--- src/hw/rtl/lge_pkg.sv ---
package lge_pkg;

    localparam int MAX_WIDTH_DEF  = 64;
    localparam int MAX_HEIGHT_DEF = 64;

    localparam int OP_W      = 2;
    localparam int COORD_W   = 6;
    localparam int DIM_W     = 7;
    localparam int POP_W     = 13;
    localparam int CFG_IDX_W = 1;

    localparam logic [POP_W-1:0] POP_MAX   = 13'd8191;
    localparam logic [DIM_W-1:0] DIM_RESET = 7'd64;

    // Rows are counted in chunks of eight cells per lane.
    localparam int POP_CHUNK   = 8;
    localparam int POP_CHUNK_W = 4;

    typedef enum logic [OP_W-1:0] {
        OP_WRITE   = 2'd0,
        OP_ADVANCE = 2'd1,
        OP_READ    = 2'd2
    } op_t;

    typedef enum logic [CFG_IDX_W-1:0] {
        CFG_WIDTH  = 1'b0,
        CFG_HEIGHT = 1'b1
    } cfg_idx_t;

    typedef enum logic [2:0] {
        ST_CLEAR,
        ST_IDLE,
        ST_CELL,
        ST_SWEEP,
        ST_DRAIN
    } state_t;

    // B3/S23: survive on two or three neighbors, birth on exactly three.
    function automatic logic life_rule(logic alive, logic [3:0] n);
        return alive ? ((n == 4'd2) || (n == 4'd3)) : (n == 4'd3);
    endfunction

    function automatic logic [POP_CHUNK_W-1:0] popcount_chunk(logic [POP_CHUNK-1:0] bits);
        logic [POP_CHUNK_W-1:0] s;
        s = '0;
        for (int i = 0; i < POP_CHUNK; i++) begin
            s = s + POP_CHUNK_W'(bits[i]);
        end
        return s;
    endfunction

endpackage

--- src/hw/rtl/lge_next_row.sv ---
module lge_next_row #(
    parameter int WIDTH = lge_pkg::MAX_WIDTH_DEF
) (
    input  logic [WIDTH-1:0] upper,
    input  logic [WIDTH-1:0] middle,
    input  logic [WIDTH-1:0] lower,
    output logic [WIDTH-1:0] next_cells
);

    // Pad one dead cell on each side so the edge columns see dead neighbors.
    logic [WIDTH+1:0] up_p;
    logic [WIDTH+1:0] mid_p;
    logic [WIDTH+1:0] low_p;

    assign up_p  = {1'b0, upper, 1'b0};
    assign mid_p = {1'b0, middle, 1'b0};
    assign low_p = {1'b0, lower, 1'b0};

    always_comb
    begin
        logic [3:0] n;
        n = '0;
        for (int c = 0; c < WIDTH; c++)
        begin
            n = 4'(up_p[c]) + 4'(up_p[c+1]) + 4'(up_p[c+2])
              + 4'(mid_p[c]) + 4'(mid_p[c+2])
              + 4'(low_p[c]) + 4'(low_p[c+1]) + 4'(low_p[c+2]);
            next_cells[c] = lge_pkg::life_rule(middle[c], n);
        end
    end

endmodule

--- config.mk ---
export PLATFORM = sky130hd
export DESIGN_NAME = lge_next_row
export DESIGN_NICKNAME = d
export VERILOG_FILES = /design/src/hw/rtl/lge_pkg.sv /design/src/hw/rtl/lge_next_row.sv
export SDC_FILE = /design/constraint.sdc
export NUM_CORES = 1
export LEC_CHECK = 0
export BUFFER_PORTS_ARGS = -buffer_cell sky130_fd_sc_hd__buf_2
export CORE_MARGIN = 10
export CORE_UTILIZATION = 62
export DETAILED_ROUTE_END_ITERATION = 8
export PLACE_DENSITY = 0.91
export SLEW_MARGIN = 20
export SYNTH_ARGS = -nofsm -noshare
export SYNTH_HDL_FRONTEND = slang
export SYNTH_SLANG_ARGS = --single-unit
--- constraint.sdc ---
create_clock -name vclk -period 4.7
set_clock_uncertainty 0.1 [all_clocks]
set_input_delay 0.235 -clock vclk [all_inputs]
set_output_delay 0.235 -clock vclk [all_outputs]
set_load 0.01 [all_outputs]
Word level (Yosys, flattened, before mapping):

Index checks and enable logic that the tools add are counted.
W data, S select, Z words.

* flip-flop bits (word level): 0
* input bits: 192
* output and inout bits: 64

* add/subtract/negate cells: 441
* equal/unequal tests: 128
* mux-type cells: 64
* reduce and logical (&&, ||, !) cells: 64

Operator list (number)
* $add A4 B1 Y4: 252
* $eq A4 B2 Y1 const B: 128
* $add A3 B1 Y4: 63
* $add A2 B1 Y3: 63
* $add A1 B1 Y2: 63
* $logic_or A1 B1 Y1: 64
* $mux W1: 64

Logic depth before layout (Yosys ltp):

* depth after elaboration: 10
* depth in mapped cells: 9
* gate-level depth less buffers: 9

Worst setup path after synthesis:

OpenSTA, ideal clock, no wires.

* path type: input -> output
* start point: in upper[24]
* end point: out next_cells[25]
* data arrival time: 2782 ps
* required time: 4365 ps
* setup slack: 1583 ps
* stages: 9
* buffers on the path: 0
* cells stage by stage: inv_1 -> fa_1 -> fa_1 -> fa_1 -> inv_1 -> ha_1 -> fa_1 -> or2_0 -> a21oi_1

* cells in the longest elaborated chain, start to end: 10

Ends and longest elaborated chain
* start: declaration: RTL line lge_next_row.sv:4 `input logic [WIDTH-1:0] upper,`
* $add A1 B1 Y2 *: RTL line lge_next_row.sv:25 `n = 4'(up_p[c]) + 4'(up_p[c+1]) + 4'(up_p[c+2])`
* $add A2 B1 Y3 *: RTL line lge_next_row.sv:25
* $add A3 B1 Y4 *: RTL line lge_next_row.sv:26 `+ 4'(mid_p[c]) + 4'(mid_p[c+2])`
* $add A4 B1 Y4 *: RTL line lge_next_row.sv:26
* $add A4 B1 Y4 * (3 in a row): RTL line lge_next_row.sv:27 `+ 4'(low_p[c]) + 4'(low_p[c+1]) + 4'(low_p[c+2]);`
* $eq A4 B2 Y1: RTL line lge_pkg.sv:40 `return alive ? ((n == 4'd2) || (n == 4'd3)) : (n == 4'd3);`
* $logic_or A1 B1 Y1: RTL line lge_pkg.sv:40
* $mux W1 *: RTL line lge_pkg.sv:40
* end: declaration: RTL line lge_next_row.sv:7 `output logic [WIDTH-1:0] next_cells`

Every way passes the cells marked *; elsewhere a longest branch is shown, timed or not.

Final worst setup path:

* start point: in upper[5]
* end point: out next_cells[6]

The elaborated chain is that of the path after synthesis.

==> impl_metrics.tcl <==
set metrics [dict create \
    finalCriticalPeriod_ns 3.47 \
    register_area_um2 0 \
    seq_cell_count 0 \
    die_area_um2 22900 \
    grt_overflow 0 \
    dp_hpwl_mm 24.6 \
    place_congestion 0.925 \
    drtIter0Drc 186 \
    die_y_um 151 \
    num_vias 8598 \
    antenna_found_initial 6 \
    area_growth_syn_to_layout_pct 14.6 \
    synth_nets 1826 \
    synth.distinct_cells 13 \
    relSlewSlack_pct 81.4 \
    drive_above_1_share_pct 17.7 \
    postCtsSetupRepairBufs 0 \
    synth_warnings 0 \
    worstPathRequired_ns 4.37 \
    wirelength_mm 25.3 \
    finalCritPeriodShare_pct 73.8 \
    netlist_instances 1194 \
    worstMarginPinSlew_ns 0.278 \
    avgSynthCellArea_um2 8.97 \
    num_io_pins 256 \
    n_fill_cell 1179 \
    cts_resized 0 \
    end_kind "primary output" \
    cellLeakagePower_nw 7.18 \
    start_kind "input pin" \
    fin_area_um2 12300 \
    grt_pass1_vias 10000 \
    critPathMaxStageDelay_ns 0.55 \
    path_class "input pin to primary output" \
    whs_path_depth 4 \
    crit_path_top_delay_cell "fa_1" \
    synth-xor-area-share_pct 0 \
    crit_arrival_ns 3.14 \
    power_density_nw_per_um2 223 \
    dr.pass1.iters 5 \
    ant_nets 0 \
    cap_violations 0 \
    detail_route.wl_per_cell_um 15.1 \
    portBuffers 256 \
    rows 47 \
    synth_fa_ha_area_share_pct 69.1 \
    drv_slew 0 \
    crit_buf_inv 4 \
    pre_cts_ws_ns 1.23 \
    synth_mux_area_share_pct 0 \
    synth-compound-area-share_pct 8.75 \
    multi_input_area_um2 9050 \
    drc 0 \
    yosysSeqAreaShare_pct 0 \
    grt_usage_pct 22.5 \
    timing.fmax_ghz 0.288 \
    grt_pass1_wl_mm 43.0 \
    syn-cell-area_um2 10700 \
    hold_slack_ns 0.753 \
    fin_nets 2084 \
    crit_path_cell_trace "buf_2, inv_1, fa_1, fa_1, fa_1, inv_1, ha_1, fa_1, or2_0, a21oi_1, buf_2" \
    initial_core_util_pct 63.9 \
    setup_viol 0 \
    timing.final.hold_violations 0 \
    synth-simple-area-share_pct 6.70 \
    synth_top_family_by_area "adder cells" \
    setup_ws_ns 1.23 \
    hold_buffers 0 \
    worstHoldEndpoint "next_cells[0]" \
    ir_drop_uv 132 \
    viasPerCell 5.14 \
    coreArea_um2 16800 \
    status "completed" \
    placed_area_um2 12300 \
    clkbuf_count 0 \
    critPathMaxFanout 2 \
    setup_tns_ns 0 \
    hp-class "input pin to primary output" \
    die_x_um 151 \
    grt_max_degree 4 \
    cp_top_family "adder cells" \
    crit_top_cell "fa_1" \
    min_from "middle[0]" \
    rsz0062_at_grt "false" \
]
## cell usage after synthesis, drive strengths merged
master     n  area share, %
a2111oi    1           0.14
a21oi    122            5.7
a31oi      1          0.058
fa       252             47
ha       188             22
inv      441             15
nand2      1          0.035
nand3     61            2.9
nor2       3           0.11
nor3b      2           0.14
o21ai     61            2.9
or2       61            3.6
## cell usage in the layout (no fill, tap or decap), drive strengths merged
| cell | n |
|---|---|
| or2 | 61 |
| diode | 4 |
| buf | 256 |
| nor2 | 3 |
| o21ai | 61 |
| fa | 252 |
| a21oi | 122 |
| nand2 | 1 |
| nand3 | 61 |
| ha | 188 |
| a2111oi | 1 |
| inv | 441 |
| nor3b | 2 |
| a31oi | 1 |
## logic make-up (layout without fill, tap and decap cells)
kind of cell | Yosys count | in the layout
AND/OR/NAND/NOR | 128 | 128
buffers and inverters | 441 | 697
adder cells (fa/ha/maj) | 440 | 440
AO/OA/AOI/OAI | 185 | 185
other | 0 | 4
## final cells by class
class	count	area share (%)
Tap cell	220	2.24
Antenna cell	4	0.0816
Inverter	441	13.5
Multi-Input combinational cell	753	73.7
Timing Repair Buffer	256	10.4
## per-stage QoR
step / cells / util (%) / power (mW)
floorplan: 1194 / - / 1.87
global placement: 1670 / 73.2 / 2.53
detailed placement: 1670 / 73.2 / 2.75
CTS: 1670 / 73.2 / 2.77
global route: 1672 / 73.2 / 3.22
finish: 1674 / 73.2 / 2.74
## where the power goes
group	internal, mW	leakage, nW	switching [mW]
clock network	0.000000114	0.0000254	0
logic	1.20	7.18	1.54
registers	0	0	0
total	1.20	7.18	1.54
## how the worst max path moves through the flow
stage | slack [ns] | cells past startpoint | from | to
3_3_place_gp | 1.28 | 11 | upper[50] | next_cells[51]
6_report | 1.23 | 11 | upper[5] | next_cells[6]
2_1_floorplan | 1.58 | 9 | upper[24] | next_cells[25]
5_1_grt | 1.08 | 11 | upper[34] | next_cells[35]
3_5_place_dp | 1.23 | 11 | upper[8] | next_cells[9]
4_1_cts | 1.22 | 11 | upper[8] | next_cells[9]
## metal layers
| layer | GRT usage [%] | share of wire (%) | up-vias |
|---|---|---|---|
| li1 | - | - | 4116 |
| met1 | 25.6 | 38 | 4142 |
| met2 | 42.2 | 52 | 262 |
| met3 | 3.70 | 6.9 | 72 |
| met4 | 5.92 | 3.0 | 6 |
| met5 | 0 | 0.11 | - |
No activity file was read; power rests on OpenSTA's default activity.
