$ cat config.mk
export PLATFORM = sky130hd
export DESIGN_NAME = lge_row_mem
export DESIGN_NICKNAME = d
export VERILOG_FILES = /design/src/hw/rtl/lge_pkg.sv /design/src/hw/rtl/lge_row_mem.sv
export SDC_FILE = /design/constraint.sdc
export NUM_CORES = 2
export LEC_CHECK = 0
export BUFFER_PORTS_ARGS = -buffer_cell sky130_fd_sc_hd__buf_2
export CAP_MARGIN = 20
export CORE_MARGIN = 2
export CORE_UTILIZATION = 60
export CTS_BUF_LIST = sky130_fd_sc_hd__clkbuf_4 sky130_fd_sc_hd__clkbuf_8
export DETAILED_ROUTE_END_ITERATION = 6
export GPL_ROUTABILITY_DRIVEN = 0
export GPL_TIMING_DRIVEN = 0
export PLACE_DENSITY_LB_ADDON = 0.3
export SYNTH_ARGS = -nofsm -noshare
export SYNTH_HDL_FRONTEND = slang
export SYNTH_SLANG_ARGS = --single-unit
$ cat constraint.sdc
create_clock -name clk -period 8.65 [get_ports clk]
set_input_delay 1.73 -clock clk [delete_from_list [all_inputs] [get_ports clk]]
set_output_delay 1.73 -clock clk [all_outputs]
set_load 0.03 [all_outputs]
$ cat src/hw/rtl/lge_pkg.sv
package lge_pkg;

    localparam int MAX_WIDTH_DEF  = 64;
    localparam int MAX_HEIGHT_DEF = 64;

    localparam int OP_W      = 2;
    localparam int COORD_W   = 6;
    localparam int DIM_W     = 7;
    localparam int POP_W     = 13;
    localparam int CFG_IDX_W = 1;

    localparam logic [POP_W-1:0] POP_MAX   = 13'd8191;
    localparam logic [DIM_W-1:0] DIM_RESET = 7'd64;

    // Rows are counted in chunks of eight cells per lane.
    localparam int POP_CHUNK   = 8;
    localparam int POP_CHUNK_W = 4;

    typedef enum logic [OP_W-1:0] {
        OP_WRITE   = 2'd0,
        OP_ADVANCE = 2'd1,
        OP_READ    = 2'd2
    } op_t;

    typedef enum logic [CFG_IDX_W-1:0] {
        CFG_WIDTH  = 1'b0,
        CFG_HEIGHT = 1'b1
    } cfg_idx_t;

    typedef enum logic [2:0] {
        ST_CLEAR,
        ST_IDLE,
        ST_CELL,
        ST_SWEEP,
        ST_DRAIN
    } state_t;

    // B3/S23: survive on two or three neighbors, birth on exactly three.
    function automatic logic life_rule(logic alive, logic [3:0] n);
        return alive ? ((n == 4'd2) || (n == 4'd3)) : (n == 4'd3);
    endfunction

    function automatic logic [POP_CHUNK_W-1:0] popcount_chunk(logic [POP_CHUNK-1:0] bits);
        logic [POP_CHUNK_W-1:0] s;
        s = '0;
        for (int i = 0; i < POP_CHUNK; i++) begin
            s = s + POP_CHUNK_W'(bits[i]);
        end
        return s;
    endfunction

endpackage

$ cat src/hw/rtl/lge_row_mem.sv
module lge_row_mem #(
    parameter int DEPTH = lge_pkg::MAX_HEIGHT_DEF,
    parameter int WIDTH = lge_pkg::MAX_WIDTH_DEF
) (
    input  logic                     clk,
    input  logic                     we,
    input  logic [$clog2(DEPTH)-1:0] waddr,
    input  logic [WIDTH-1:0]         wdata,
    input  logic                     re,
    input  logic [$clog2(DEPTH)-1:0] raddr,
    output logic [WIDTH-1:0]         rdata
);

    // One grid row per entry, one write and one registered read per cycle.
    logic [WIDTH-1:0] mem [DEPTH];

    always_ff @(posedge clk)
    begin
        if (we)
        begin
            mem[waddr] <= wdata;
        end
        if (re)
        begin
            rdata <= mem[raddr];
        end
    end

endmodule

# Yosys cells after proc, flatten, opt, wreduce, memory -nomap -nowiden
# Memory sizes are Yosys's and may differ from the RTL's. A register that Yosys moved wholly into a read port is not among the register bits.
# Cells that the tools add are included.
[totals]
regBits = 0
input_bits = 79
mem_count = 1
word_cells = 3
romBits = 0
ramBits = 4096
latchBits = 0
output_inout_bits = 64
[mem_list]
columns = ["memory", "words", "width", "rd", "rd_ports_with_merged_regs", "wr", "line", "rtl"]
rows = [
  ["mem", 64, 64, 1, 1, 1, "lge_row_mem.sv:15", "logic [WIDTH-1:0] mem [DEPTH];"],
]
[op_classes]
n_bitwise = 0
mux = 2
n_mul = 0
shifts = 0
n_eq_ne = 0
addsub = 0
div = 0
magnitude_cmp = 0
n_reduce_logical = 0
[ops]
columns = ["operator", "count"]
rows = [
  ["$mux W1", 2],
]

# Logic depth before layout (Yosys ltp)
[logic_depth]
ltp_word = 2
depth_mapped = 9
depth_no_buf = 5

# Least setup slack after synthesis
# OpenSTA, ideal clock, no wires.
[synth_timing]
path_kind = "in2reg"
startpoint = "input port waddr[3]"
endpoint = "memory mem[48][0] (netlist name), enable pin"
stages = 4
n_path_buf = 1
t_arrival_ns = 6.602
slack_ns = 1.484
setup_time_ns = 0.564
path_cell_list = "clkbuf_1 -> nor2b_1 -> nand4b_1 -> nor3_1"
[synth_lines]
columns = ["element", "line", "rtl"]
rows = [
  ["start, declared", "lge_row_mem.sv:7", "input logic [$clog2(DEPTH)-1:0] waddr,"],
  ["end, declared", "lge_row_mem.sv:15", ""],
]
# No word-level cell before the write port.

==> run_results.csv <==
group,metric,value,unit
clock_tree,cts_hold_buf,0,
pwr,max-vdd-ir-drop,0.169,mV
synthesis,yosysUniqueCellTypes,32,
sta,skew,0.0634,ns
detailed_routing,vias_per_cell,6.82,
synthesis,synth_async_sr_flop_share,0,%
layout,finalNonFillerCells,11600,
critical_path,slowest_delay,1.02,ns
synthesis,syn_inst,6598,
placement,io_buffers,134,
detailed_routing,wirelength,414000,µm
critical_path,startpoint_type,"primary input",
die,pin_count,143,
critical_path,crit_type,"in2reg",
clock_tree,cts_root_buf,"clkbuf_8",
outcome,status,"complete, but fails checks",
critical_path,crit_family,"compound AO/OA/AOI/OAI gates",
synthesis,ys_ff_latch,4160,
grt,grt_use_total,31.1,%
sta,hold_viol_final,0,
critical_path,critPathBufInv,3,
placement,place_inst,10400,
die,fp.coreArea,0.260,mm²
placement,dp_hpwl,272000,µm
detailed_routing,postRouteAntennaNets,0,
synthesis,syn_area,0.157,mm²
clock_tree,ctsResizeCount,0,
die,fp-row-count,187,
layout,drive_above_1_share,33.1,%
detailed_routing,wl_per_cell,35.8,µm
sta,fmax,0.202,GHz
layout,finalInstanceArea,0.179,mm²
sta,finalSetupViolations,0,
sta,slew_headroom,14.5,%
synthesis,synth_edf_count,4160,
clock_tree,post-cts-setup-buffers,0,
synthesis,synth_warnings,0,
sta,rsz0062_at_grt,"no",
clock_tree,cts_max_level,6,
outcome,violations,"design-rule violations",
sta,holdWs,0.952,ns
grt,first_global_vias,79400,
clock_tree,clock_latency,1.07,ns
grt,overflow,0,
detailed_routing,drc,3,
sta,worst_pin_slew,1.28,ns
critical_path,cp_slowest_cell,"a31oi_1",
critical_path,cp_data_arrival_time,5.65,ns
clock_tree,cts_tree,"yes",
critical_path,endpoint_kind,"flop",
sta,period_share,57.1,%
die,die_h,516,µm
sta,maxSlewViolCount,0,
critical_path,worst-path-max-fanout,11,
sta,post-route-min-period,4.94,ns
synthesis,synthFlopType,"edfxtp_1",
clock_tree,cts_buffers,631,
flow_run,max_cap_violations,0,
die,start_util,60.4,%
pwr,p_per_area,224,mW/mm²
clock_tree,clkSlewWorstSetupHoldPaths,0.06,ns
clock_tree,clock-sinks,4160,
clock_tree,cts_buffer_depth,4,
die,die_x,516,µm
synthesis,avgSynthCellArea,23.8,µm²
layout,nNetsFinal,7698,
min_path,worstHoldPathType,"reg2reg",
synthesis,syn-num-nets,6677,
detailed_routing,drt_iter0_drc,12700,
synthesis,ys_seq_area_share,79.6,%
critical_path,crit_chain,"buf_4 -> buf_2 -> buf_2 -> mux4_2 -> mux2i_1 -> o22ai_1 -> a31oi_1 -> a211oi_1",
layout,area_growth_syn_to_layout,14.3,%
grt,antenna_found_initial,33,
detailed_routing,vias,78900,
grt,grt_pass1_wl,575000,µm
die,die_area,0.266,mm²
pwr,power.leakage,56.6,nW
grt,grt_max_degree,65,
detailed_routing,first_pass_iters,7,
critical_path,critPathRequiredTime,9.36,ns
sta,setup_tns,0,ns
placement,placed_cell_area,0.166,mm²
critical_path,cpMostUsedCell,"buf_2",
==> sequential cells by signal, summed over array words and instances, names as in the netlist <==
signal and flops:
mem 4096, rdata 64
==> layout by cell type, fill, tap and decap left out, types with 130 or more instances in the layout <==
cell type and n:
a22oi_1 168, buf_12 198, buf_2 304, clkbuf_1 134, clkbuf_4 199, clkbuf_8 644
clkinv_1 130, edfxtp_1 4160, mux2i_1 135, mux4_2 1024
==> per-stage QoR <==
stage	util, %	setup slack (ns)	total power [mW]
after floorplan	-	1.48	23.9
after global placement	62.3	-4.35	24.9
after detailed placement	64.0	2.78	25.0
after CTS	68.5	3.91	40.1
after global routing	69.0	3.85	41.1
final	69.0	3.71	40.2
==> power breakdown <==
group	switching, mW	leakage [nW]	internal [mW]
Clock	7.37	6.21	8.12
Combinational	1.50	12.9	0.771
Sequential	0.0406	37.5	22.4
==> per-layer routing <==
layer	vias up	part of all wire [%]	global-route usage, %
li1	30700	-	-
met1	41000	34	42.4
met4	22	5.0	13.7
met3	1016	14	8.58
met5	-	0.038	0
met2	6197	47	47.9
==> worst min-delay path: stages, from the launching register on <==
cell	delay, ns
edfxtp_1	0.31
mux4_2	0.23
a22oi_1	0.06
nand3_1	0.08
and3_1	0.15
==> synth_stat cells, drive strengths merged, types with 3 or more instances <==
cell type | count | area (µm²)
edfxtp | 4160 | 125000
mux4 | 1024 | 23100
buf | 230 | 1250
a22oi | 168 | 1260
clkbuf | 140 | 526
mux2i | 135 | 1350
nor2 | 112 | 420
a22o | 88 | 771
o22ai | 83 | 519
and3 | 64 | 400
a211oi | 63 | 473
nand2 | 58 | 218
nand3 | 45 | 225
o221ai | 38 | 333
or3 | 29 | 181
nor2b | 28 | 175
or2 | 28 | 175
a41oi | 26 | 228
a2bb2oi | 19 | 166
inv | 19 | 71.3
a31oi | 18 | 113
nand2b | 11 | 68.8
and2 | 3 | 18.8
==> worst paths after layout <==
check	depth (start not counted)	start	slack, ns	to
setup reg to reg	5	mem[63][33]$_DFFE_PP_	5.70	rdata[33]$_DFFE_PP_
setup / recovery	8	raddr[0]	3.71	rdata[33]$_DFFE_PP_
hold reg to reg	4	mem[46][48]$_DFFE_PP_	0.95	rdata[48]$_DFFE_PP_
hold / removal	4	mem[46][48]$_DFFE_PP_	0.95	rdata[48]$_DFFE_PP_
==> area by class of cell <==
type | count | area, µm²
diodes | 20 | 50.0
plain buffers | 370 | 1780
clock buffers | 843 | 10400
clock inverters | 228 | 1430
fillers | 14700 | 80600
inverters | 19 | 71.3
multi-input cells | 2049 | 30700
flip-flops and latches | 4160 | 125000
well taps | 3496 | 4370
repair buffers | 388 | 5690
==> kinds of logic after synthesis <==
logic type             count (synthesis)  share of synthesized area, %
multiplexers                        1159                          15.6
AO/OA/AOI/OAI                        504                          2.47
flip-flops                          4160                          79.6
buffers and inverters                389                          1.18
AND/OR/NAND/NOR                      386                          1.23
Power figures use the tool's default switching activity.
