`config.mk`:
```
export PLATFORM = sky130hd
export DESIGN_NAME = lge_pop_count
export DESIGN_NICKNAME = d
export VERILOG_FILES = /design/src/hw/rtl/lge_pkg.sv /design/src/hw/rtl/lge_pop_count.sv
export SDC_FILE = /design/constraint.sdc
export NUM_CORES = 1
export LEC_CHECK = 0
export ABC_CLOCK_PERIOD_IN_PS = 14300
export BUFFER_PORTS_ARGS = -buffer_cell sky130_fd_sc_hd__buf_4
export CORE_UTILIZATION = 45
export DETAILED_ROUTE_END_ITERATION = 12
export PLACE_DENSITY = 0.66
export SYNTH_ARGS = -nofsm -noshare
export SYNTH_HDL_FRONTEND = slang
export SYNTH_SLANG_ARGS = --single-unit
```
`constraint.sdc`:
```
create_clock -name clk -period 14.3 [get_ports clk]
set_input_delay 0.715 -clock clk [delete_from_list [all_inputs] [get_ports clk]]
set_output_delay 0.715 -clock clk [all_outputs]
set_load 0.02 [all_outputs]
```
`src/hw/rtl/lge_pkg.sv`:
```
package lge_pkg;

    localparam int MAX_WIDTH_DEF  = 64;
    localparam int MAX_HEIGHT_DEF = 64;

    localparam int OP_W      = 2;
    localparam int COORD_W   = 6;
    localparam int DIM_W     = 7;
    localparam int POP_W     = 13;
    localparam int CFG_IDX_W = 1;

    localparam logic [POP_W-1:0] POP_MAX   = 13'd8191;
    localparam logic [DIM_W-1:0] DIM_RESET = 7'd64;

    // Rows are counted in chunks of eight cells per lane.
    localparam int POP_CHUNK   = 8;
    localparam int POP_CHUNK_W = 4;

    typedef enum logic [OP_W-1:0] {
        OP_WRITE   = 2'd0,
        OP_ADVANCE = 2'd1,
        OP_READ    = 2'd2
    } op_t;

    typedef enum logic [CFG_IDX_W-1:0] {
        CFG_WIDTH  = 1'b0,
        CFG_HEIGHT = 1'b1
    } cfg_idx_t;

    typedef enum logic [2:0] {
        ST_CLEAR,
        ST_IDLE,
        ST_CELL,
        ST_SWEEP,
        ST_DRAIN
    } state_t;

    // B3/S23: survive on two or three neighbors, birth on exactly three.
    function automatic logic life_rule(logic alive, logic [3:0] n);
        return alive ? ((n == 4'd2) || (n == 4'd3)) : (n == 4'd3);
    endfunction

    function automatic logic [POP_CHUNK_W-1:0] popcount_chunk(logic [POP_CHUNK-1:0] bits);
        logic [POP_CHUNK_W-1:0] s;
        s = '0;
        for (int i = 0; i < POP_CHUNK; i++) begin
            s = s + POP_CHUNK_W'(bits[i]);
        end
        return s;
    endfunction

endpackage

```
`src/hw/rtl/lge_pop_count.sv`:
```
module lge_pop_count #(
    parameter int WIDTH = lge_pkg::MAX_WIDTH_DEF,
    parameter int CNT_W = 13
) (
    input  logic             clk,
    input  logic             rst_n,
    input  logic             clear,
    input  logic             in_valid,
    input  logic [WIDTH-1:0] in_row,
    output logic             busy,
    output logic [CNT_W-1:0] total
);

    localparam int NCH   = (WIDTH + lge_pkg::POP_CHUNK - 1) / lge_pkg::POP_CHUNK;
    localparam int PAD_W = NCH * lge_pkg::POP_CHUNK;

    logic                               row_vld_reg;
    logic                               chunk_vld_reg;
    logic [PAD_W-1:0]                   row_reg;
    logic [lge_pkg::POP_CHUNK_W-1:0]    chunk_cnt_reg [NCH];
    logic [CNT_W-1:0]                   total_reg;
    logic [CNT_W-1:0]                   chunk_sum;

    always_ff @(posedge clk or negedge rst_n)
    begin
        if (!rst_n)
        begin
            row_vld_reg   <= 1'b0;
            chunk_vld_reg <= 1'b0;
            total_reg     <= '0;
        end
        else
        begin
            row_vld_reg   <= in_valid;
            chunk_vld_reg <= row_vld_reg;
            if (clear)
            begin
                total_reg <= '0;
            end
            else if (chunk_vld_reg)
            begin
                total_reg <= total_reg + chunk_sum;
            end
        end
    end

    always_ff @(posedge clk)
    begin
        row_reg <= PAD_W'(in_row);
        for (int i = 0; i < NCH; i++)
        begin
            chunk_cnt_reg[i] <= lge_pkg::popcount_chunk(
                row_reg[i*lge_pkg::POP_CHUNK +: lge_pkg::POP_CHUNK]);
        end
    end

    always_comb
    begin
        chunk_sum = '0;
        for (int i = 0; i < NCH; i++)
        begin
            chunk_sum = chunk_sum + CNT_W'(chunk_cnt_reg[i]);
        end
    end

    assign busy  = row_vld_reg | chunk_vld_reg;
    assign total = total_reg;

endmodule

```
# Yosys cells after proc, flatten, opt, wreduce, memory -nomap -nowiden
# Memories as Yosys holds them, arrays and structs flattened.
# Cells that the tools add are included.
totals:
  regBits: 79
  mem_bits_rw: 32
  in_bits: 68
  out_inout_bits: 14
  wordCells: 73
  memories: 1
mem_list:
  columns: ["name", "words", "word_bits", "rd", "rd_clocked_by_memory_dff", "wr", "line_no", "source"]
  rows:
  - ["chunk_cnt_reg", 8, 4, 8, 0, 8, "lge_pop_count.sv:20", "logic [lge_pkg::POP_CHUNK_W-1:0] chunk_cnt_reg [NCH];"]
op_classes:
  n_addsub: 64
  n_mux: 2
  bitwise_logic: 1
  reduce_logical: 1
ops:
  columns: ["op", "count"]
  rows:
  - ["4-bit by 1-bit adder with 4-bit output", 32]
  - ["13-bit by 4-bit adder with 13-bit output", 3]
  - ["3-bit by 1-bit adder with 4-bit output", 8]
  - ["13-bit two-way mux", 2]
  - ["2-bit by 1-bit adder with 3-bit output", 8]
  - ["1-bit by 1-bit adder with 2-bit output", 8]
  - ["13-bit adder", 1]
  - ["7-bit by 4-bit adder with 8-bit output", 1]
  - ["6-bit by 4-bit adder with 7-bit output", 1]
  - ["5-bit by 4-bit adder with 6-bit output", 1]
  - ["4-bit by 4-bit adder with 5-bit output", 1]
  - ["2-bit nonzero test", 1]
  - ["1-bit OR", 1]

# Longest topological paths before layout
# Gate-level depths: netlist (run 1).
depth:
  word_depth: 10
  mapped_depth: 21
  depth_no_buf: 20

# Worst setup path before layout (run 1)
# OpenSTA, ideal clock, no wires.
synth_timing:
  path_kind: "reg2reg"
  startpoint: "memory chunk_cnt_reg[2][1] in the netlist's numbering"
  endpoint: "register total_reg[10] (netlist: total[10])"
  t_arrival_ps: 5443
  t_required_ps: 14175
  path_slack_ps: 8732
  path_stages_with_launch: 19
  synth_period_minus_slack_ps: 5568
  cell_sequence: "dfxtp_1 inv_1 fa_1 fa_1 fa_1 inv_1 ha_1 fa_1 xor2_1 fa_1 fa_1 inv_1 fa_1 inv_1 ha_1 and3_4 a211oi_4 o22ai_1 mux2_4"
synth_rtl:
  columns: ["item", "line_no", "source"]
  rows:
  - ["start: declaration", "lge_pop_count.sv:20", null]
  - ["end signal: assignment", "lge_pop_count.sv:42", "total_reg <= total_reg + chunk_sum;"]
  - ["end: declaration", "lge_pop_count.sv:21", "logic [CNT_W-1:0] total_reg;"]

==> results of run 1 <==
worst max-delay path: stages, from the launching register on:
cell and delay (ns):
dfxtp_1 0.31, inv_1 0.05, fa_1 0.55, fa_1 0.45
fa_1 0.52, inv_1 0.05, ha_1 0.22, fa_1 0.41
xor2_1 0.21, fa_1 0.46, fa_1 0.51, inv_1 0.05
fa_1 0.49, inv_1 0.04, ha_1 0.37, and3_4 0.22
a211oi_4 0.29, o22ai_1 0.15, mux2_4 0.31
cell type report:
class / count / area [sq um]
Sequential cell: 111 / 2297
Clock buffer: 11 / 252.7
Timing Repair Buffer: 81 / 608.1
Multi-Input combinational cell: 218 / 2534
Clock inverter: 5 / 63.81
Tap cell: 143 / 178.9
Fill cell: 1014 / 5086
Inverter: 119 / 446.7
cell usage in the layout (no fill, tap or decap), types with 3 or more instances in the layout:
cell / n
dfrtp_1: 15
a211oi_1: 5
nand2_1: 4
a21oi_1: 13
inv_1: 119
nor2b_1: 14
dfxtp_1: 96
and3_1: 4
xnor2_1: 7
xor2_1: 7
a21o_1: 6
nand3_1: 5
clkbuf_16: 9
ha_1: 54
mux2i_1: 3
nor2_1: 11
buf_4: 81
fa_1: 54
routing by layer:
metal  vias up  routed length, microns  global-route usage, %
met1      1484                    3638                  18.54
li1       1564                       -                      -
met3        13                     352                  3.732
met2        69                    3774                  23.44
met5         -                       0                      0
met4         0                     180                  7.733
how the worst max path moves through the flow:
| stage | start | endpoint | slack, ns |
|---|---|---|---|
| detailed placement | chunk_cnt_reg[2][1]$_DFF_P_ | total[10]$_DFFE_PN0P_ | 8.50 |
| global placement | chunk_cnt_reg[2][1]$_DFF_P_ | total[10]$_DFFE_PN0P_ | 8.63 |
| CTS | chunk_cnt_reg[2][1]$_DFF_P_ | total[10]$_DFFE_PN0P_ | 8.51 |
| finish | chunk_cnt_reg[2][1]$_DFF_P_ | total[10]$_DFFE_PN0P_ | 8.53 |
| global route | chunk_cnt_reg[2][1]$_DFF_P_ | total[10]$_DFFE_PN0P_ | 8.26 |
| floorplan | chunk_cnt_reg[2][1]$_DFF_P_ | total[10]$_DFFE_PN0P_ | 8.73 |
cell families after synthesis:
group | after synthesis
flops | 111
fa+ha+maj | 108
simple gates | 48
xor+xnor | 14
compound gates | 42
mux | 6
buf+inv | 123
through the flow:
step	utilization [%]	std cells	hold slack, ns	instance area, sq um
after global placement	52.89	672	0.3582	6065
after global routing	55.65	688	0.2088	6381
after detailed placement	52.89	672	0.3554	6065
final	55.65	688	0.2092	6381
after CTS	55.65	688	0.2005	6381
after floorplan	-	452	0.3461	5299
==> impl_metrics.env, run 1 <==
export IMPL_syn_area_per_cell_sq_um=11.72
export IMPL_first_global_vias=3227
export IMPL_grt_overflow=0
export IMPL_drive_gt1_share_pct=19.45
export IMPL_diodes=0
export IMPL_io_pins=82
export IMPL_numClockSinks=111
export IMPL_rr_endpoint="total[10]$_DFFE_PN0P_"
export IMPL_start_kind="flip-flop"
export IMPL_synth_top_family_by_area="adder cells"
export IMPL_die_area_sq_mm=0.01221
export IMPL_area_delta_synth_final_pct=20.43
export IMPL_nNetsFinal=716
export IMPL_outcome="complete, no violations"
export IMPL_postLayoutSetupSlackWorst_ns=8.532
export IMPL_dr_pass1_iters=4
export IMPL_gp_congestion=0.7608
export IMPL_wl_per_cell_microns=11.55
export IMPL_async_flop_share_pct=13.51
export IMPL_maxSlewHeadroom_pct=66.33
export IMPL_cts_tree="yes"
export IMPL_rows=39
export IMPL_portBuffers=81
export IMPL_min_period_ns=5.768
export IMPL_post_route_drc_count=0
export IMPL_grt_max_degree=20
export IMPL_post_synth_top_count_cell="inv_1"
export IMPL_wl_microns=7945
export IMPL_skew_ns=0.007799
export IMPL_post_cts_buffers=0
export IMPL_synthSimpleGateAreaFrac_pct=5.030
export IMPL_synth_ff_type="dfxtp_1"
export IMPL_drtIter0Drc=80
export IMPL_worstMarginPinSlew_ns=0.5050
export IMPL_setup_tns_ns=0
export IMPL_synthAdderAreaFrac_pct=33.15
export IMPL_vias=3130
export IMPL_clk_pin_slew_ns=0.07
export IMPL_cts_made_buffers=9
export IMPL_initial_core_util_pct=46.21
export IMPL_drv_slew=0
export IMPL_synth_largest_area_cell="dfxtp_1"
export IMPL_synth_compound_area_share_pct=6.045
export IMPL_synth_area_leaders="dfxtp_1, fa_1, ha_1"
export IMPL_synthesis_instances=452
export IMPL_synth_xor_area_share_pct=2.314
export IMPL_setup_viol=0
export IMPL_dieWidth_microns=110.5
export IMPL_cts_resized=0
export IMPL_hold_path_class="input port to asynchronous set/reset pin"
export IMPL_synth_edff_count=0
export IMPL_antenna_found_initial=0
export IMPL_synth_distinct_cells=45
export IMPL_clockRootBuffer="clkbuf_16"
export IMPL_yosysTopAreaCellShare_pct=36.27
export IMPL_via_per_inst=4.549
export IMPL_synth_seq_cells=111
export IMPL_synthTopCellsByCount="inv_1, dfxtp_1, fa_1, ha_1, dfrtp_1"
export IMPL_pre_cts_ws_ns=8.505
export IMPL_post_route_period_util_pct=40.33
export IMPL_detail_route_antenna_nets=0
export IMPL_grt_usage_pct=14.75
export IMPL_path_class="flip-flop to flip-flop"
export IMPL_grt_pass1_wl_microns=14150
export IMPL_synthMuxAreaShare_pct=1.275
export IMPL_place_hpwl_microns=6459
export IMPL_crit_path_end_kind="flip-flop"
export IMPL_cp_required_ns=14.54
export IMPL_cts_max_level=3
export IMPL_crit_fanout=6
export IMPL_ys_seq_area_share_pct=43.35
export IMPL_postCtsHoldBufs=0
export IMPL_cp_arrival_ns=6.01
export IMPL_maxCapViolations=0
export IMPL_r2r_start="chunk_cnt_reg[2][1]$_DFF_P_"
export IMPL_r2r_slack_ns=8.53
export IMPL_clock_latency_ns=0.35
export IMPL_clock_path_buffers=2
export IMPL_yosys_warnings=0
export IMPL_largest_reg_flops=64
export IMPL_grt_setup_unrepaired="false"
export IMPL_hold_violations=0
export IMPL_max_freq_mhz=173.4
export IMPL_core_sq_mm=0.01147
export IMPL_syn_num_nets=628
export IMPL_syn_area_sq_mm=0.005299
export IMPL_reg2reg_depth=18
export IMPL_fp_dieH_microns=110.5
Power of run 1 is not shown: default switching activity piles up to over one toggle a cycle in this logic, so the estimate is an artifact.
==> run 2, diff against run 1 <==
- ABC_CLOCK_PERIOD_IN_PS: 14300 -> 4800
- PLACE_DENSITY: 0.66 -> 0.68
- clock period: 14.3 -> 4.8 ns (I/O delays scaled with it)
==> run 2 against run 1 <==
The run now ends with negative setup slack left; critical endpoint is now total[9]$_DFFE_PN0P_; global-route usage rose by 2.6 points; critical path type unchanged; sequential share of layout area fell by 4.6 points; routed wire length rose by 21%; die area stayed put; final cell count grew 13%.
==> impl_metrics.env, run 2 (same netlist as run 1, synthesis figures left out) <==
export IMPL_rows=39
export IMPL_outcome="complete, but fails checks"
export IMPL_hold_path_class="input port to flip-flop"
export IMPL_reg2reg_depth=18
export IMPL_grt_overflow=0
export IMPL_area_delta_synth_final_pct=38.21
export IMPL_core_sq_mm=0.01147
export IMPL_via_per_inst=4.512
export IMPL_grt_usage_pct=17.31
export IMPL_hold_violations=0
export IMPL_whs_ns=0.2061
export IMPL_io_pins=82
export IMPL_finalNonFillerCells=778
export IMPL_maxSlewHeadroom_pct=64.67
export IMPL_wl_microns=9626
export IMPL_detail_route_antenna_nets=0
export IMPL_crit_path_end_kind="flip-flop"
export IMPL_clock_latency_ns=0.35
export IMPL_crit_path_frequent_cell="fa_1"
export IMPL_numClockSinks=111
export IMPL_multiInputGateArea_sq_mm=0.002661
export IMPL_min_period_ns=5.433
export IMPL_clockRootBuffer="clkbuf_16"
export IMPL_gp_congestion=0.8053
export IMPL_diodes=0
export IMPL_setup_viol=11
export IMPL_dieWidth_microns=110.5
export IMPL_crit_fanout=3
export IMPL_grt_max_degree=20
export IMPL_largest_reg_flops=64
export IMPL_drtIter0Drc=77
export IMPL_clk_pin_slew_ns=0.07
export IMPL_drv_slew=0
export IMPL_wl_per_cell_microns=12.37
export IMPL_fill_cells=864
export IMPL_pre_cts_ws_ns=-0.7298
export IMPL_timing_critical_path_buf_inv=5
export IMPL_first_global_vias=3778
export IMPL_skew_ns=0.007597
export IMPL_place_hpwl_microns=7032
export IMPL_fp_dieH_microns=110.5
export IMPL_layout_common_cells="inv_1, buf_4, dfxtp_1, dlygate4sd3_1, fa_1"
export IMPL_vias=3510
export IMPL_antenna_found_initial=0
export IMPL_cts_tree="yes"
export IMPL_register_area_sq_mm=0.002300
export IMPL_dp_cells=693
export IMPL_die_area_sq_mm=0.01221
export IMPL_cts_made_buffers=9
export IMPL_post_route_drc_count=0
export IMPL_cp_required_ns=5.04
export IMPL_layout_commonest_cell="inv_1"
export IMPL_portBuffers=81
export IMPL_path_cells="inv_2 -> fa_1 -> fa_1 -> fa_1 -> inv_2 -> ha_4 -> fa_2 -> fa_1 -> fa_1 -> inv_1 -> fa_1 -> inv_2 -> fa_2 -> a21o_4 -> a221oi_4 -> buf_4 -> or3b_1 -> nand3_1"
export IMPL_nNetsFinal=806
export IMPL_clock_path_buffers=2
export IMPL_maxCapViolations=0
export IMPL_grt_setup_unrepaired="true"
export IMPL_worstMarginPinSlew_ns=0.5299
export IMPL_dr_pass1_iters=4
export IMPL_cts_max_level=3
export IMPL_postLayoutSetupSlackWorst_ns=-0.6332
export IMPL_cp_arrival_ns=5.67
export IMPL_critPathSlowestCell="fa_1"
export IMPL_grt_pass1_wl_microns=16660
export IMPL_placed_cell_area_sq_mm=0.006267
export IMPL_drive_gt1_share_pct=24.41
export IMPL_violations="negative setup slack"
export IMPL_path_class="flip-flop to flip-flop"
export IMPL_max_freq_mhz=184.1
export IMPL_initial_core_util_pct=46.21
export IMPL_start_kind="flip-flop"
export IMPL_cp_depth=18
export IMPL_hold_depth=2
export IMPL_crit_family="adder cells"
export IMPL_design_area_sq_mm=0.007323
export IMPL_max_stage_delay_ns=0.55
export IMPL_post_route_period_util_pct=113.2
## run 2: cell types whose count changed in the layout (fill, tap and decap cells not counted), moves of 3 or more
cell	delta
dlygate4sd3_1	+66
buf_4	+22
inv_1	-6
inv_2	+6
ha_1	-4
ha_4	+4
inv_6	+3
## run 2: metrics by stage
stage | TNS [ns] | utilization (%)
floorplan | -3.590 | -
global placement | -4.972 | 54.65
detailed placement | -6.033 | 54.65
CTS | -5.759 | 63.28
global route | -7.176 | 63.86
finish | -5.389 | 63.86
## run 2: layout make-up
class	count	share of cell area (%)
repair buffers	171	19.89
inverters	119	6.099
multi-input cells	218	36.34
flip-flops and latches	111	31.40
clock inverters	6	0.7005
clock buffers	10	3.127
well taps	143	2.443
## run 2: layer usage
layer	part of all wire (%)	vias up	global-route usage (%)
met5	0	-	0
met3	3.6	10	4.171
met4	1.6	0	6.222
met1	43	1689	20.32
met2	52	69	30.64
li1	-	1742	-
## run 2: worst reg2reg max path, cell delays in order (launching register included)
cell      delay [ns]
dfxtp_2         0.32
inv_2           0.03
fa_1            0.55
fa_1            0.43
fa_1            0.51
inv_2           0.05
ha_4            0.16
fa_2            0.55
fa_1            0.43
fa_1            0.49
inv_1           0.05
fa_1            0.49
inv_2           0.06
fa_2            0.35
a21o_4          0.25
a221oi_4        0.29
buf_4           0.17
or3b_1          0.09
nand3_1         0.06
## run 2: worst paths after layout
path	start	endpoint	slack (ns)
hold reg to reg	row_vld_reg$_DFF_PN0_	chunk_vld_reg$_DFF_PN0_	0.37
setup reg to reg	chunk_cnt_reg[1][5]$_DFF_P_	total[9]$_DFFE_PN0P_	-0.63
hold / removal	clear	total[3]$_DFFE_PN0P_	0.21
setup / recovery	chunk_cnt_reg[1][5]$_DFF_P_	total[9]$_DFFE_PN0P_	-0.63
min in group asynchronous	rst_n	total[10]$_DFFE_PN0P_	0.28
max in group asynchronous	rst_n	total[0]$_DFFE_PN0P_	4.34
## run 2: repair_timing
item | CTS | global route
pin swaps | 8 | 3
hold buffers | 66 | 0
endpoints found under the hold margin | 80 | 0
setup endpoints to repair | 11 | 11
gates resized for setup | 9 | 12
setup buffers | 2 | 1
Power of run 2 is left out for the same reason.
